File: src/hdl/pfa_pkg.sv
// Shared types and constants for the partition fit allocator.
// No dependencies; used by pfa_table and partition_fit_allocator.

package pfa_pkg;

    localparam int DEF_NUM_PARTITIONS = 64;
    localparam int DEF_SIZE_BITS      = 16;

    localparam int FUNC_W     = 2;
    localparam int SLOT_W     = 6;
    localparam int AMOUNT_W   = 16;
    localparam int CFG_IDX_W  = 1;
    localparam int CFG_DATA_W = 7;
    localparam int POLICY_W   = 2;
    localparam int PIU_W      = 7;

    typedef enum logic [FUNC_W-1:0] {
        FUNC_LOAD  = 2'd0,
        FUNC_CLEAR = 2'd1,
        FUNC_ALLOC = 2'd2
    } func_t;

    typedef enum logic [POLICY_W-1:0] {
        FIT_FIRST = 2'd0,
        FIT_NEXT  = 2'd1,
        FIT_BEST  = 2'd2,
        FIT_WORST = 2'd3
    } policy_t;

    typedef enum logic [CFG_IDX_W-1:0] {
        REG_FIT_POLICY       = 1'b0,
        REG_PARTITIONS_IN_USE = 1'b1
    } reg_idx_t;

    typedef enum logic [2:0] {
        ST_CLEAR = 3'd0,
        ST_IDLE  = 3'd1,
        ST_SCAN  = 3'd2,
        ST_DRAIN = 3'd3,
        ST_RESP  = 3'd4
    } state_t;

    // table access controls from the sequencer
    typedef struct packed {
        logic rd;
        logic size_we;
        logic occ_we;
        logic occ_bit;
    } tbl_ctrl_t;

endpackage

File: src/hdl/pfa_table.sv
// Partition size memory and occupied-mark memory, registered read.
// Depends on pfa_pkg (tbl_ctrl_t).

module pfa_table #(
    parameter int NUM_PARTITIONS = pfa_pkg::DEF_NUM_PARTITIONS,
    parameter int SIZE_BITS      = pfa_pkg::DEF_SIZE_BITS,
    localparam int IDX_W         = (NUM_PARTITIONS > 1) ? $clog2(NUM_PARTITIONS) : 1
) (
    input  logic                   clk,
    input  pfa_pkg::tbl_ctrl_t     ctrl,
    input  logic [IDX_W-1:0]       rd_addr,
    input  logic [IDX_W-1:0]       wr_addr,
    input  logic [SIZE_BITS-1:0]   size_wdata,
    output logic [SIZE_BITS-1:0]   rd_size,
    output logic                   rd_occ
);

    logic [SIZE_BITS-1:0] size_mem [NUM_PARTITIONS];
    logic                 occ_mem  [NUM_PARTITIONS];
    logic [SIZE_BITS-1:0] rd_size_reg;
    logic                 rd_occ_reg;

    always_ff @(posedge clk)
    begin
        if (ctrl.size_we)
        begin
            size_mem[wr_addr] <= size_wdata;
        end
        if (ctrl.occ_we)
        begin
            occ_mem[wr_addr] <= ctrl.occ_bit;
        end
    end

    always_ff @(posedge clk)
    begin
        if (ctrl.rd)
        begin
            rd_size_reg <= size_mem[rd_addr];
            rd_occ_reg  <= occ_mem[rd_addr];
        end
    end

    assign rd_size = rd_size_reg;
    assign rd_occ  = rd_occ_reg;

endmodule

File: src/hdl/partition_fit_allocator.sv
// Partition fit allocator top level: sequencer, search datapath, config, result register.
// Depends on pfa_pkg and pfa_table.
//
//  channel | dir | handshake          | payload
//  --------+-----+--------------------+-----------------------------------
//  in      | in  | in_valid/in_stall  | func, slot, amount
//  out     | out | out_valid/out_stall| granted, chosen_slot, leftover
//  cfg     | in  | cfg_we             | cfg_index, cfg_data
//
//  Load: size written at the accepting edge. Clear: all NUM_PARTITIONS marks cleared,
//  one occupied mark written per cycle. Allocate: states scan (n reads), drain and
//  response, which loads the result register; scan and drain are skipped when n is zero; n = active
//  partitions, every request scans all n entries through the one-read-per-cycle table port.
//  After reset all NUM_PARTITIONS occupied marks are swept; in_stall is high.
//  in_stall is high while an item is in work; a held result only blocks loading the next result.

module partition_fit_allocator #(
    parameter int NUM_PARTITIONS = pfa_pkg::DEF_NUM_PARTITIONS,
    parameter int SIZE_BITS      = pfa_pkg::DEF_SIZE_BITS
) (
    input  logic                             clk,
    input  logic                             rst_n,
    input  logic                             in_valid,
    output logic                             in_stall,
    input  logic [pfa_pkg::FUNC_W-1:0]       func,
    input  logic [pfa_pkg::SLOT_W-1:0]       slot,
    input  logic [pfa_pkg::AMOUNT_W-1:0]     amount,
    output logic                             out_valid,
    input  logic                             out_stall,
    output logic                             granted,
    output logic [pfa_pkg::SLOT_W-1:0]       chosen_slot,
    output logic [pfa_pkg::AMOUNT_W-1:0]     leftover,
    input  logic                             cfg_we,
    input  logic [pfa_pkg::CFG_IDX_W-1:0]    cfg_index,
    input  logic [pfa_pkg::CFG_DATA_W-1:0]   cfg_data
);

    localparam int IDX_W = (NUM_PARTITIONS > 1) ? $clog2(NUM_PARTITIONS) : 1;
    localparam int CNT_W = $clog2(NUM_PARTITIONS + 1);

    pfa_pkg::state_t     state_reg, state_next;
    pfa_pkg::policy_t    policy_reg;
    logic [pfa_pkg::PIU_W-1:0] piu_reg;

    logic [IDX_W-1:0]     clr_reg, clr_next;
    logic [IDX_W-1:0]     ptr_reg, ptr_next;
    logic [IDX_W-1:0]     cnt_reg, cnt_next;
    logic [IDX_W-1:0]     addr_reg, addr_next;
    logic [IDX_W-1:0]     rd_idx_reg, rd_idx_next;
    logic                 rd_valid_reg, rd_valid_next;
    logic                 found_reg, found_next;
    logic [IDX_W-1:0]     pick_reg, pick_next;
    logic [SIZE_BITS-1:0] best_size_reg, best_size_next;
    logic [SIZE_BITS-1:0] req_reg, req_next;

    logic                           out_valid_reg, out_valid_next;
    logic                           granted_reg, granted_next;
    logic [pfa_pkg::SLOT_W-1:0]     chosen_reg, chosen_next;
    logic [pfa_pkg::AMOUNT_W-1:0]   leftover_reg, leftover_next;

    pfa_pkg::tbl_ctrl_t   ctrl;
    logic [IDX_W-1:0]     wr_addr;
    logic [SIZE_BITS-1:0] rd_size;
    logic                 rd_occ;

    logic [CNT_W-1:0]     n_act;
    logic [IDX_W-1:0]     last_idx;
    logic                 accept;
    logic                 out_free;
    logic                 slot_ok;
    logic                 fits;
    logic                 take;
    pfa_pkg::func_t       func_in;

    assign func_in  = pfa_pkg::func_t'(func);
    assign n_act    = (int'(piu_reg) > NUM_PARTITIONS) ? CNT_W'(NUM_PARTITIONS)
                                                       : CNT_W'(piu_reg);
    assign last_idx = IDX_W'(n_act - 1'b1);
    assign accept   = in_valid && !in_stall;
    assign out_free = !out_valid_reg || !out_stall;
    assign slot_ok  = (32'(slot) < NUM_PARTITIONS);

    // evaluate the entry returned by the previous read
    assign fits = !rd_occ && (rd_size >= req_reg);
    always_comb
    begin
        take = 1'b0;
        if (rd_valid_reg && fits)
        begin
            case (policy_reg)
                pfa_pkg::FIT_BEST:  take = !found_reg || (rd_size < best_size_reg);
                pfa_pkg::FIT_WORST: take = !found_reg || (rd_size > best_size_reg);
                default:            take = !found_reg;
            endcase
        end
    end

    pfa_table #(
        .NUM_PARTITIONS (NUM_PARTITIONS),
        .SIZE_BITS      (SIZE_BITS)
    ) u_table (
        .clk        (clk),
        .ctrl       (ctrl),
        .rd_addr    (addr_reg),
        .wr_addr    (wr_addr),
        .size_wdata (SIZE_BITS'(amount)),
        .rd_size    (rd_size),
        .rd_occ     (rd_occ)
    );

    // next state
    always_comb
    begin
        state_next = state_reg;
        unique case (state_reg)
            pfa_pkg::ST_CLEAR:
            begin
                if (clr_reg == IDX_W'(NUM_PARTITIONS - 1))
                begin
                    state_next = pfa_pkg::ST_IDLE;
                end
            end
            pfa_pkg::ST_IDLE:
            begin
                if (in_valid)
                begin
                    case (func_in)
                        pfa_pkg::FUNC_CLEAR: state_next = pfa_pkg::ST_CLEAR;
                        pfa_pkg::FUNC_ALLOC: state_next = (n_act == '0) ? pfa_pkg::ST_RESP
                                                                         : pfa_pkg::ST_SCAN;
                        default:             state_next = pfa_pkg::ST_IDLE;
                    endcase
                end
            end
            pfa_pkg::ST_SCAN:
            begin
                if (cnt_reg == last_idx)
                begin
                    state_next = pfa_pkg::ST_DRAIN;
                end
            end
            pfa_pkg::ST_DRAIN:
            begin
                state_next = pfa_pkg::ST_RESP;
            end
            pfa_pkg::ST_RESP:
            begin
                if (out_free)
                begin
                    state_next = pfa_pkg::ST_IDLE;
                end
            end
            default:
            begin
                state_next = pfa_pkg::ST_CLEAR;
            end
        endcase
    end

    // state outputs: handshake and table access
    always_comb
    begin
        in_stall     = 1'b1;
        ctrl         = '0;
        wr_addr      = '0;
        unique case (state_reg)
            pfa_pkg::ST_CLEAR:
            begin
                ctrl.occ_we = 1'b1;
                wr_addr     = clr_reg;
            end
            pfa_pkg::ST_IDLE:
            begin
                in_stall = 1'b0;
                if (in_valid && (func_in == pfa_pkg::FUNC_LOAD) && slot_ok)
                begin
                    ctrl.size_we = 1'b1;
                    wr_addr      = IDX_W'(slot);
                end
            end
            pfa_pkg::ST_SCAN:
            begin
                ctrl.rd = 1'b1;
            end
            pfa_pkg::ST_DRAIN:
            begin
                ctrl.rd = 1'b0;
            end
            pfa_pkg::ST_RESP:
            begin
                if (out_free && found_reg)
                begin
                    ctrl.occ_we  = 1'b1;
                    ctrl.occ_bit = 1'b1;
                    wr_addr      = pick_reg;
                end
            end
            default:
            begin
                in_stall = 1'b1;
            end
        endcase
    end

    // datapath next values
    always_comb
    begin
        clr_next       = clr_reg;
        ptr_next       = ptr_reg;
        cnt_next       = cnt_reg;
        addr_next      = addr_reg;
        rd_idx_next    = rd_idx_reg;
        rd_valid_next  = 1'b0;
        found_next     = found_reg;
        pick_next      = pick_reg;
        best_size_next = best_size_reg;
        req_next       = req_reg;
        out_valid_next = out_valid_reg && out_stall;
        granted_next   = granted_reg;
        chosen_next    = chosen_reg;
        leftover_next  = leftover_reg;

        if (state_reg == pfa_pkg::ST_CLEAR)
        begin
            clr_next = clr_reg + 1'b1;
        end

        if (accept && (func_in == pfa_pkg::FUNC_CLEAR))
        begin
            clr_next = '0;
            ptr_next = '0;
        end

        if (accept && (func_in == pfa_pkg::FUNC_ALLOC))
        begin
            req_next   = SIZE_BITS'(amount);
            found_next = 1'b0;
            cnt_next   = '0;
            // next fit starts at the pointer unless it lies past the active range
            if ((policy_reg == pfa_pkg::FIT_NEXT) && (CNT_W'(ptr_reg) < n_act))
            begin
                addr_next = ptr_reg;
            end
            else
            begin
                addr_next = '0;
            end
        end

        if (state_reg == pfa_pkg::ST_SCAN)
        begin
            rd_valid_next = 1'b1;
            rd_idx_next   = addr_reg;
            cnt_next      = cnt_reg + 1'b1;
            addr_next     = (addr_reg == last_idx) ? '0 : addr_reg + 1'b1;
        end

        if (take)
        begin
            found_next     = 1'b1;
            pick_next      = rd_idx_reg;
            best_size_next = rd_size;
        end

        if ((state_reg == pfa_pkg::ST_RESP) && out_free)
        begin
            out_valid_next = 1'b1;
            granted_next   = found_reg;
            if (found_reg)
            begin
                ptr_next      = pick_reg;
                chosen_next   = pfa_pkg::SLOT_W'(pick_reg);
                leftover_next = pfa_pkg::AMOUNT_W'(best_size_reg - req_reg);
            end
            else
            begin
                chosen_next   = '0;
                leftover_next = '0;
            end
        end
    end

    always_ff @(posedge clk or negedge rst_n)
    begin
        if (!rst_n)
        begin
            state_reg     <= pfa_pkg::ST_CLEAR;
            clr_reg       <= '0;
            ptr_reg       <= '0;
            rd_valid_reg  <= 1'b0;
            found_reg     <= 1'b0;
            out_valid_reg <= 1'b0;
        end
        else
        begin
            state_reg     <= state_next;
            clr_reg       <= clr_next;
            ptr_reg       <= ptr_next;
            rd_valid_reg  <= rd_valid_next;
            found_reg     <= found_next;
            out_valid_reg <= out_valid_next;
        end
    end

    always_ff @(posedge clk)
    begin
        cnt_reg       <= cnt_next;
        addr_reg      <= addr_next;
        rd_idx_reg    <= rd_idx_next;
        pick_reg      <= pick_next;
        best_size_reg <= best_size_next;
        req_reg       <= req_next;
        granted_reg   <= granted_next;
        chosen_reg    <= chosen_next;
        leftover_reg  <= leftover_next;
    end

    always_ff @(posedge clk or negedge rst_n)
    begin
        if (!rst_n)
        begin
            policy_reg <= pfa_pkg::FIT_FIRST;
            piu_reg    <= '0;
        end
        else if (cfg_we)
        begin
            unique case (pfa_pkg::reg_idx_t'(cfg_index))
                pfa_pkg::REG_FIT_POLICY:
                begin
                    policy_reg <= pfa_pkg::policy_t'(cfg_data[pfa_pkg::POLICY_W-1:0]);
                end
                pfa_pkg::REG_PARTITIONS_IN_USE:
                begin
                    piu_reg <= cfg_data[pfa_pkg::PIU_W-1:0];
                end
                default:
                begin
                    piu_reg <= piu_reg;
                end
            endcase
        end
    end

    assign out_valid   = out_valid_reg;
    assign granted     = granted_reg;
    assign chosen_slot = chosen_reg;
    assign leftover    = leftover_reg;

    // table is read only while a search runs
    a_no_write_in_search: assert property (@(posedge clk) disable iff (!rst_n)
        (state_reg == pfa_pkg::ST_SCAN || state_reg == pfa_pkg::ST_DRAIN)
            |-> !(ctrl.size_we || ctrl.occ_we))
        else $error("table write during search");

    a_rd_after_scan: assert property (@(posedge clk) disable iff (!rst_n)
        rd_valid_reg |-> $past(state_reg == pfa_pkg::ST_SCAN))
        else $error("read data flagged without a scan read");

    a_grant_in_range: assert property (@(posedge clk) disable iff (!rst_n)
        (out_valid_reg && granted_reg) |-> (CNT_W'(pick_reg) < n_act))
        else $error("granted partition outside active range");

    a_refusal_clean: assert property (@(posedge clk) disable iff (!rst_n)
        (out_valid_reg && !granted_reg) |-> (chosen_reg == '0 && leftover_reg == '0))
        else $error("refused beat carries index or leftover");

endmodule
File: config.mk
export PLATFORM = sky130hd
export DESIGN_NAME = partition_fit_allocator
export DESIGN_NICKNAME = d
export VERILOG_FILES = /design/src/hdl/pfa_pkg.sv /design/src/hdl/pfa_table.sv /design/src/hdl/partition_fit_allocator.sv
export SDC_FILE = /design/constraint.sdc
export NUM_CORES = 1
export LEC_CHECK = 0
export BUFFER_PORTS_ARGS = -buffer_cell sky130_fd_sc_hd__buf_2
export CAP_MARGIN = 20
export CORE_MARGIN = 2
export CORE_UTILIZATION = 55
export DETAILED_ROUTE_END_ITERATION = 7
export GPL_TIMING_DRIVEN = 0
export PLACE_DENSITY = 0.79
export SETUP_SLACK_MARGIN = 0.3
export SYNTH_ARGS = -nofsm -noshare
export SYNTH_HDL_FRONTEND = slang
export SYNTH_HIERARCHICAL = 1
export SYNTH_SLANG_ARGS = --single-unit
File: constraint.sdc
create_clock -name clk -period 11.8 [get_ports clk]
set_input_delay 2.36 -clock clk [delete_from_list [all_inputs] [get_ports clk]]
set_output_delay 2.36 -clock clk [all_outputs]
set_load 0.05 [all_outputs]
After elaboration in Yosys (flattened, before gate mapping)
Memories as Yosys holds them, arrays and structs flattened. A register that Yosys moved wholly into a read port is not among the register bits.
Cells that the tools add are included.
- $add $sub $neg: 5
- order comparisons: 5
- equality and inequality tests: 16
- multiplexer cells: 38
- bitwise gates (word level): 1
- reductions and logical operators: 26
- operators with widths (operator ; count):
    two-way mux 6 bit ; 13
    adder 6 x 1 -> 6 bit (second input constant) ; 3
    case mux 6 bit (3 select lines) ; 1
    greater-or-equal comparator 16 bit ; 1
    greater-than comparator 16 bit ; 1
    less-than comparator 16 bit ; 1
    subtractor 16 bit ; 1
    two-way mux 3 bit ; 5
    case mux 3 bit (5 select lines) ; 1
    two-way mux 1 bit ; 13
    equality test 6 bit ; 2
    logical AND 1 bit ; 10
    inequality test 2 bit (second input constant) ; 4
    greater-than comparator 7 bit (second input constant) ; 1
    logical NOT 7 bit ; 1
    less-than comparator 6 x 7 -> 1 bit ; 1
    two-way mux 7 bit ; 1
    equality test 2 bit (second input constant) ; 3
    equality test 3 x 2 -> 1 bit (second input constant) ; 2
    equality test 6 bit (second input constant) ; 1
    case mux 3 bit (2 select lines) ; 1
    nonzero test 2 bit ; 3
    subtractor 6 x 1 -> 6 bit (second input constant) ; 1
    equality test 2 x 1 -> 1 bit (second input constant) ; 2
    11 further kinds ; 18
- register bits after elaboration: 106
- RAM bits: 1088
- input port bits: 37
- output and inout port bits: 25
- logic and storage cells: 110
- memories kept: 2
- memories (name ; depth ; width ; read ports ; clocked after Yosys merged registers in ; write ports ; RTL line ; source):
    u_table.size_mem ; 64 ; 16 ; 1 ; 1 ; 1 ; pfa_table.sv:18 ; logic [SIZE_BITS-1:0] size_mem [NUM_PARTITIONS];
    u_table.occ_mem ; 64 ; 1 ; 1 ; 1 ; 1 ; pfa_table.sv:19 ; logic occ_mem [NUM_PARTITIONS];

Logic depth before layout (Yosys ltp)
- depth after elaboration: 7
- gate-level depth with buffers: 15
- gate-level depth less buffers: 10

Cells and area by module
Netlist, hierarchy kept.
- by module, submodules not included (module ; instances ; cells each ; area an instance (um^2) ; sequential area each (um^2)):
    pfa_table ; 1 ; 1886 ; 42673.4 ; 33181.8
    partition_fit_allocator ; 1 ; 519 ; 5923.2 ; 3047.9

Least setup slack after synthesis
OpenSTA, ideal clock, no wires.
- path kind: input port to flip-flop
- start point: input port out_stall
- end point: memory u_table/size_mem[42][0] (netlist bit), enable pin
- data arrival time: 7.251 ns
- data required time: 11.411 ns
- slack: 4.161 ns
- stages: 12
- path through: a21oi_1 > and2_1 > clkbuf_1 > clkbuf_1 > a22oi_1 > nand2_1 > clkbuf_1 > or3b_2 > clkbuf_1 > inv_1 > nand2_1 > nor2_1
- longest elaborated chain between the ends: 5
- ends and longest elaborated chain (item ; RTL line ; source):
    start: declaration ; partition_fit_allocator.sv:29 ; input logic out_stall,
    logical NOT 1 bit ; partition_fit_allocator.sv:80 ; assign out_free = !out_valid_reg || !out_stall;
    logical OR 1 bit ; partition_fit_allocator.sv:80 ;
    logical AND 1 bit ; partition_fit_allocator.sv:191 ; if (out_free && found_reg)
    two-way mux 6 bit ; partition_fit_allocator.sv:191 ;
    case mux 6 bit (3 select lines) ; partition_fit_allocator.sv:166 ; unique case (state_reg)
    via wr_addr[1] ; partition_fit_allocator.sv:62 ; logic [IDX_W-1:0] wr_addr;
    end: declaration ; pfa_table.sv:18 ;
The timed path passes the listed nets, and every way through them passes these cells.

Worst setup path in the final report
- start point: input port out_stall
- end point: memory u_table/size_mem[58][5] (netlist bit), enable pin
The elaborated chain is that of the path after synthesis.

==> results.sh <==
export IMPL_place_gp_congestion=0.9648
export IMPL_ctsHoldBuffers=0
export IMPL_drt_iter0_drc=4116
export IMPL_fin_crit_sh=0.5594
export IMPL_syn_num_nets=2502
export IMPL_syn_inst=2405
export IMPL_finalHoldViolations=0
export IMPL_fmax_mhz=151.5
export IMPL_antenna_found_initial=3
export IMPL_rsz0062_at_grt="no"
export IMPL_clkLatencyLatePin_ns=0.71
export IMPL_syn_area_mm2=0.04860
export IMPL_finalSetupViolCount=0
export IMPL_fin_nets=2749
export IMPL_worst_path_max_delay_cell="nor2_2"
export IMPL_ys_top_cells_by_area="edfxtp_1 73%, mux4_2 13%, ha_1 1.5%"
export IMPL_p_per_area_mw_per_mm2=190.9
export IMPL_start_util=0.5525
export IMPL_yosysUniqueCellTypes=71
export IMPL_postLayoutCellArea_mm2=0.05566
export IMPL_cts_repair_resized=0
export IMPL_synth_edff_count=1184
export IMPL_hold_path_class="reg2reg"
export IMPL_synth_ff_type="edfxtp_1"
export IMPL_grt_pass1_vias=26510
export IMPL_vias_per_cell=6.712
export IMPL_skew_ns=0.05030
export IMPL_async_flop_share=0.02230
export IMPL_power_leakage_uw=0.01814
export IMPL_totalWireLength_um=123200
export IMPL_crit_top_cell="clkbuf_1"
export IMPL_hold_depth=0
export IMPL_top_regs="u_table/size_mem: 1024 flops, u_table/occ_mem: 64 flops"
export IMPL_drc_errors=0
export IMPL_area_growth_pct=14.54
export IMPL_firstDrtPassIters=8
export IMPL_fin_total_pwr_uw=10630
export IMPL_critPathMaxFanout=19
export IMPL_path_cells="buf_2 -> a21oi_2 -> buf_8 -> and2_1 -> clkbuf_1 -> clkbuf_2 -> a22oi_1 -> nand2_1 -> clkbuf_1 -> or3b_2 -> clkbuf_1 -> inv_1 -> nand2_1 -> nor2_2 -> buf_6"
export IMPL_place_inst=3688
export IMPL_cp_data_arrival_time_ns=7.00
export IMPL_largest_reg_flops=1024
export IMPL_max_stage_delay_ns=0.85
export IMPL_startpoint_type="input port"
export IMPL_worstPathRequired_ns=12.20
export IMPL_post_dp_hpwl_um=75690
export IMPL_peakVddDrop_uv=143.5
export IMPL_postCtsSetupRepairBufs=0
export IMPL_fin_hold_ws_ns=0.4247
export IMPL_setup_tns_ns=0
export IMPL_endpoint_kind="flop"
export IMPL_place_area_mm2=0.05143
export IMPL_synth_top_cell_area_share=0.7316
export IMPL_ys_ff_latch=1211
export IMPL_grt_pass1_wl_um=177900
export IMPL_largest_register="u_table/size_mem"
export IMPL_cts_tree="yes"
export IMPL_cap_viol_max_count=0
export IMPL_clkSinkCount=1211
export IMPL_grt_util_all_layers=0.2725
export IMPL_vias=26310
export IMPL_period_minus_slack_ns=6.601
export IMPL_cts_buffer_depth=3
export IMPL_r2r_cells=17
export IMPL_slew_viol_final=0
export IMPL_path_clk_slew_ns=0.06
export IMPL_core_mm2=0.08797
export IMPL_critPathKind="in2reg"
export IMPL_syn_area_per_cell_um2=20.21
export IMPL_yosysWarnings=6
export IMPL_tightest_slew_ns=1.236
export IMPL_io_pins=62
export IMPL_status="finished, final reports clean"
export IMPL_fp_dieArea_mm2=0.09075
export IMPL_cts_buffers=115
export IMPL_wl_per_cell_um=31.44
export IMPL_dieWidth_um=301.3
export IMPL_ant_nets=0
export IMPL_ctsHtreeMaxLevel=3
export IMPL_slew_headroom=0.1762
export IMPL_grt_max_degree=66
export IMPL_grt_overflow_total=0
export IMPL_io_buffers=61
export IMPL_ys_seq_area_frac=0.7455
export IMPL_drive_above_1_share=0.2754
export IMPL_cts_root_buf="clkbuf_16"
export IMPL_die_h_um=301.3
export IMPL_rows=109
export IMPL_yosysTopAreaCell="edfxtp_1"
export IMPL_fin_cells=3919
==> cell type report <==
type                       count  area (um2)
tap                         1165        1458
clock inverter                84       965.9
timing repair buffer         130        1461
multi-input combinational   1021       11720
fill                        5580       32300
antenna                        2       5.005
buffer                       113       584.3
inverter                      60       225.2
sequential                  1211       36230
clock buffer                 133        3019
==> report_power, final <==
part | leakage (uW) | total [uW] | internal [uW] | switching, uW
combinational | 0.00524 | 1840 | 661 | 1180
clock | 0.00194 | 3870 | 2240 | 1630
sequential | 0.0110 | 4920 | 4840 | 79.2
==> cells in the mapped netlist, drive strengths merged (10+ instances only) <==
master and n:
edfxtp 1184, mux4 290, nor2 169, buf 67, inv 60, ha 59, mux2i 59, nand2 59
clkbuf 46, a22oi 35, o21ai 28, dfrtp 27, a21oi 23, nand3 21, nor2b 21, a211oi 20
o221ai 17, nor3 16, xnor2 16, xor2 16, o31ai 13, o211ai 12, mux2 11, nand2b 11
and2 10, nand4 10
==> path summary, 6_finish.rpt <==
kind / from / endpoint / slack [ns]
setup / recovery: out_stall / u_table/size_mem[58][5] / 5.20
hold / removal: rd_idx_reg[2] / pick_reg[2] / 0.42
setup reg to reg: state_reg[1] / u_table/size_mem[58][5] / 6.20
hold reg to reg: rd_idx_reg[2] / pick_reg[2] / 0.42
max in group asynchronous: rst_n / ptr_reg[4] / 9.68
min in group asynchronous: rst_n / ptr_reg[0] / 1.69
==> logic make-up after synthesis <==
kind of cell               after synthesis  synth area share
AOI/OAI and AO/OA                      214           0.03337
and+or+nand+nor                        355           0.03386
DFF                                   1211            0.7455
muxes                                  360            0.1491
buffers and inverters                  173           0.01663
xor gates and xnor gates                32          0.005922
adders and majority gates               60           0.01560
==> metal layers <==
metal	share of wire	track usage
met5	0.000089	0
met4	0.050	0.1243
met3	0.12	0.06484
met2	0.48	0.4330
met1	0.35	0.3619
==> layout by cell type, fill, tap and decap left out, drive strengths merged, types with 8 or more instances in the layout <==
master,n
clkinvlp,9
nand4,10
o31ai,13
xor2,16
a211oi,20
a21oi,23
ha,59
nor2b,21
mux2,11
nand2,59
and2,10
nor3,16
o221ai,17
dfrtp,27
bufinv,18
nand3,21
xnor2,16
a21o,9
inv,64
nor2,169
clkinv,53
edfxtp,1184
nand2b,11
buf,197
o22ai,9
o211ai,12
clkbuf,179
mux2i,59
a22oi,35
mux4,290
nand3b,8
o21ai,28
==> stage by stage <==
stage                     worst slack (ns)    util
after floorplan                      4.161       -
after global placement               1.708  0.5725
after detailed placement             4.787  0.5846
after CTS                            5.414  0.6299
after global routing                 5.195  0.6328
final                                5.199  0.6328
==> worst max-delay path: cells and delay by family <==
kind,cells,cell delay (ns)
AND/OR/NAND/NOR,5,2.08
buffers and inverters,8,2.02
AO/OA/AOI/OAI,2,0.50
No activity file was read; power rests on OpenSTA's default activity.
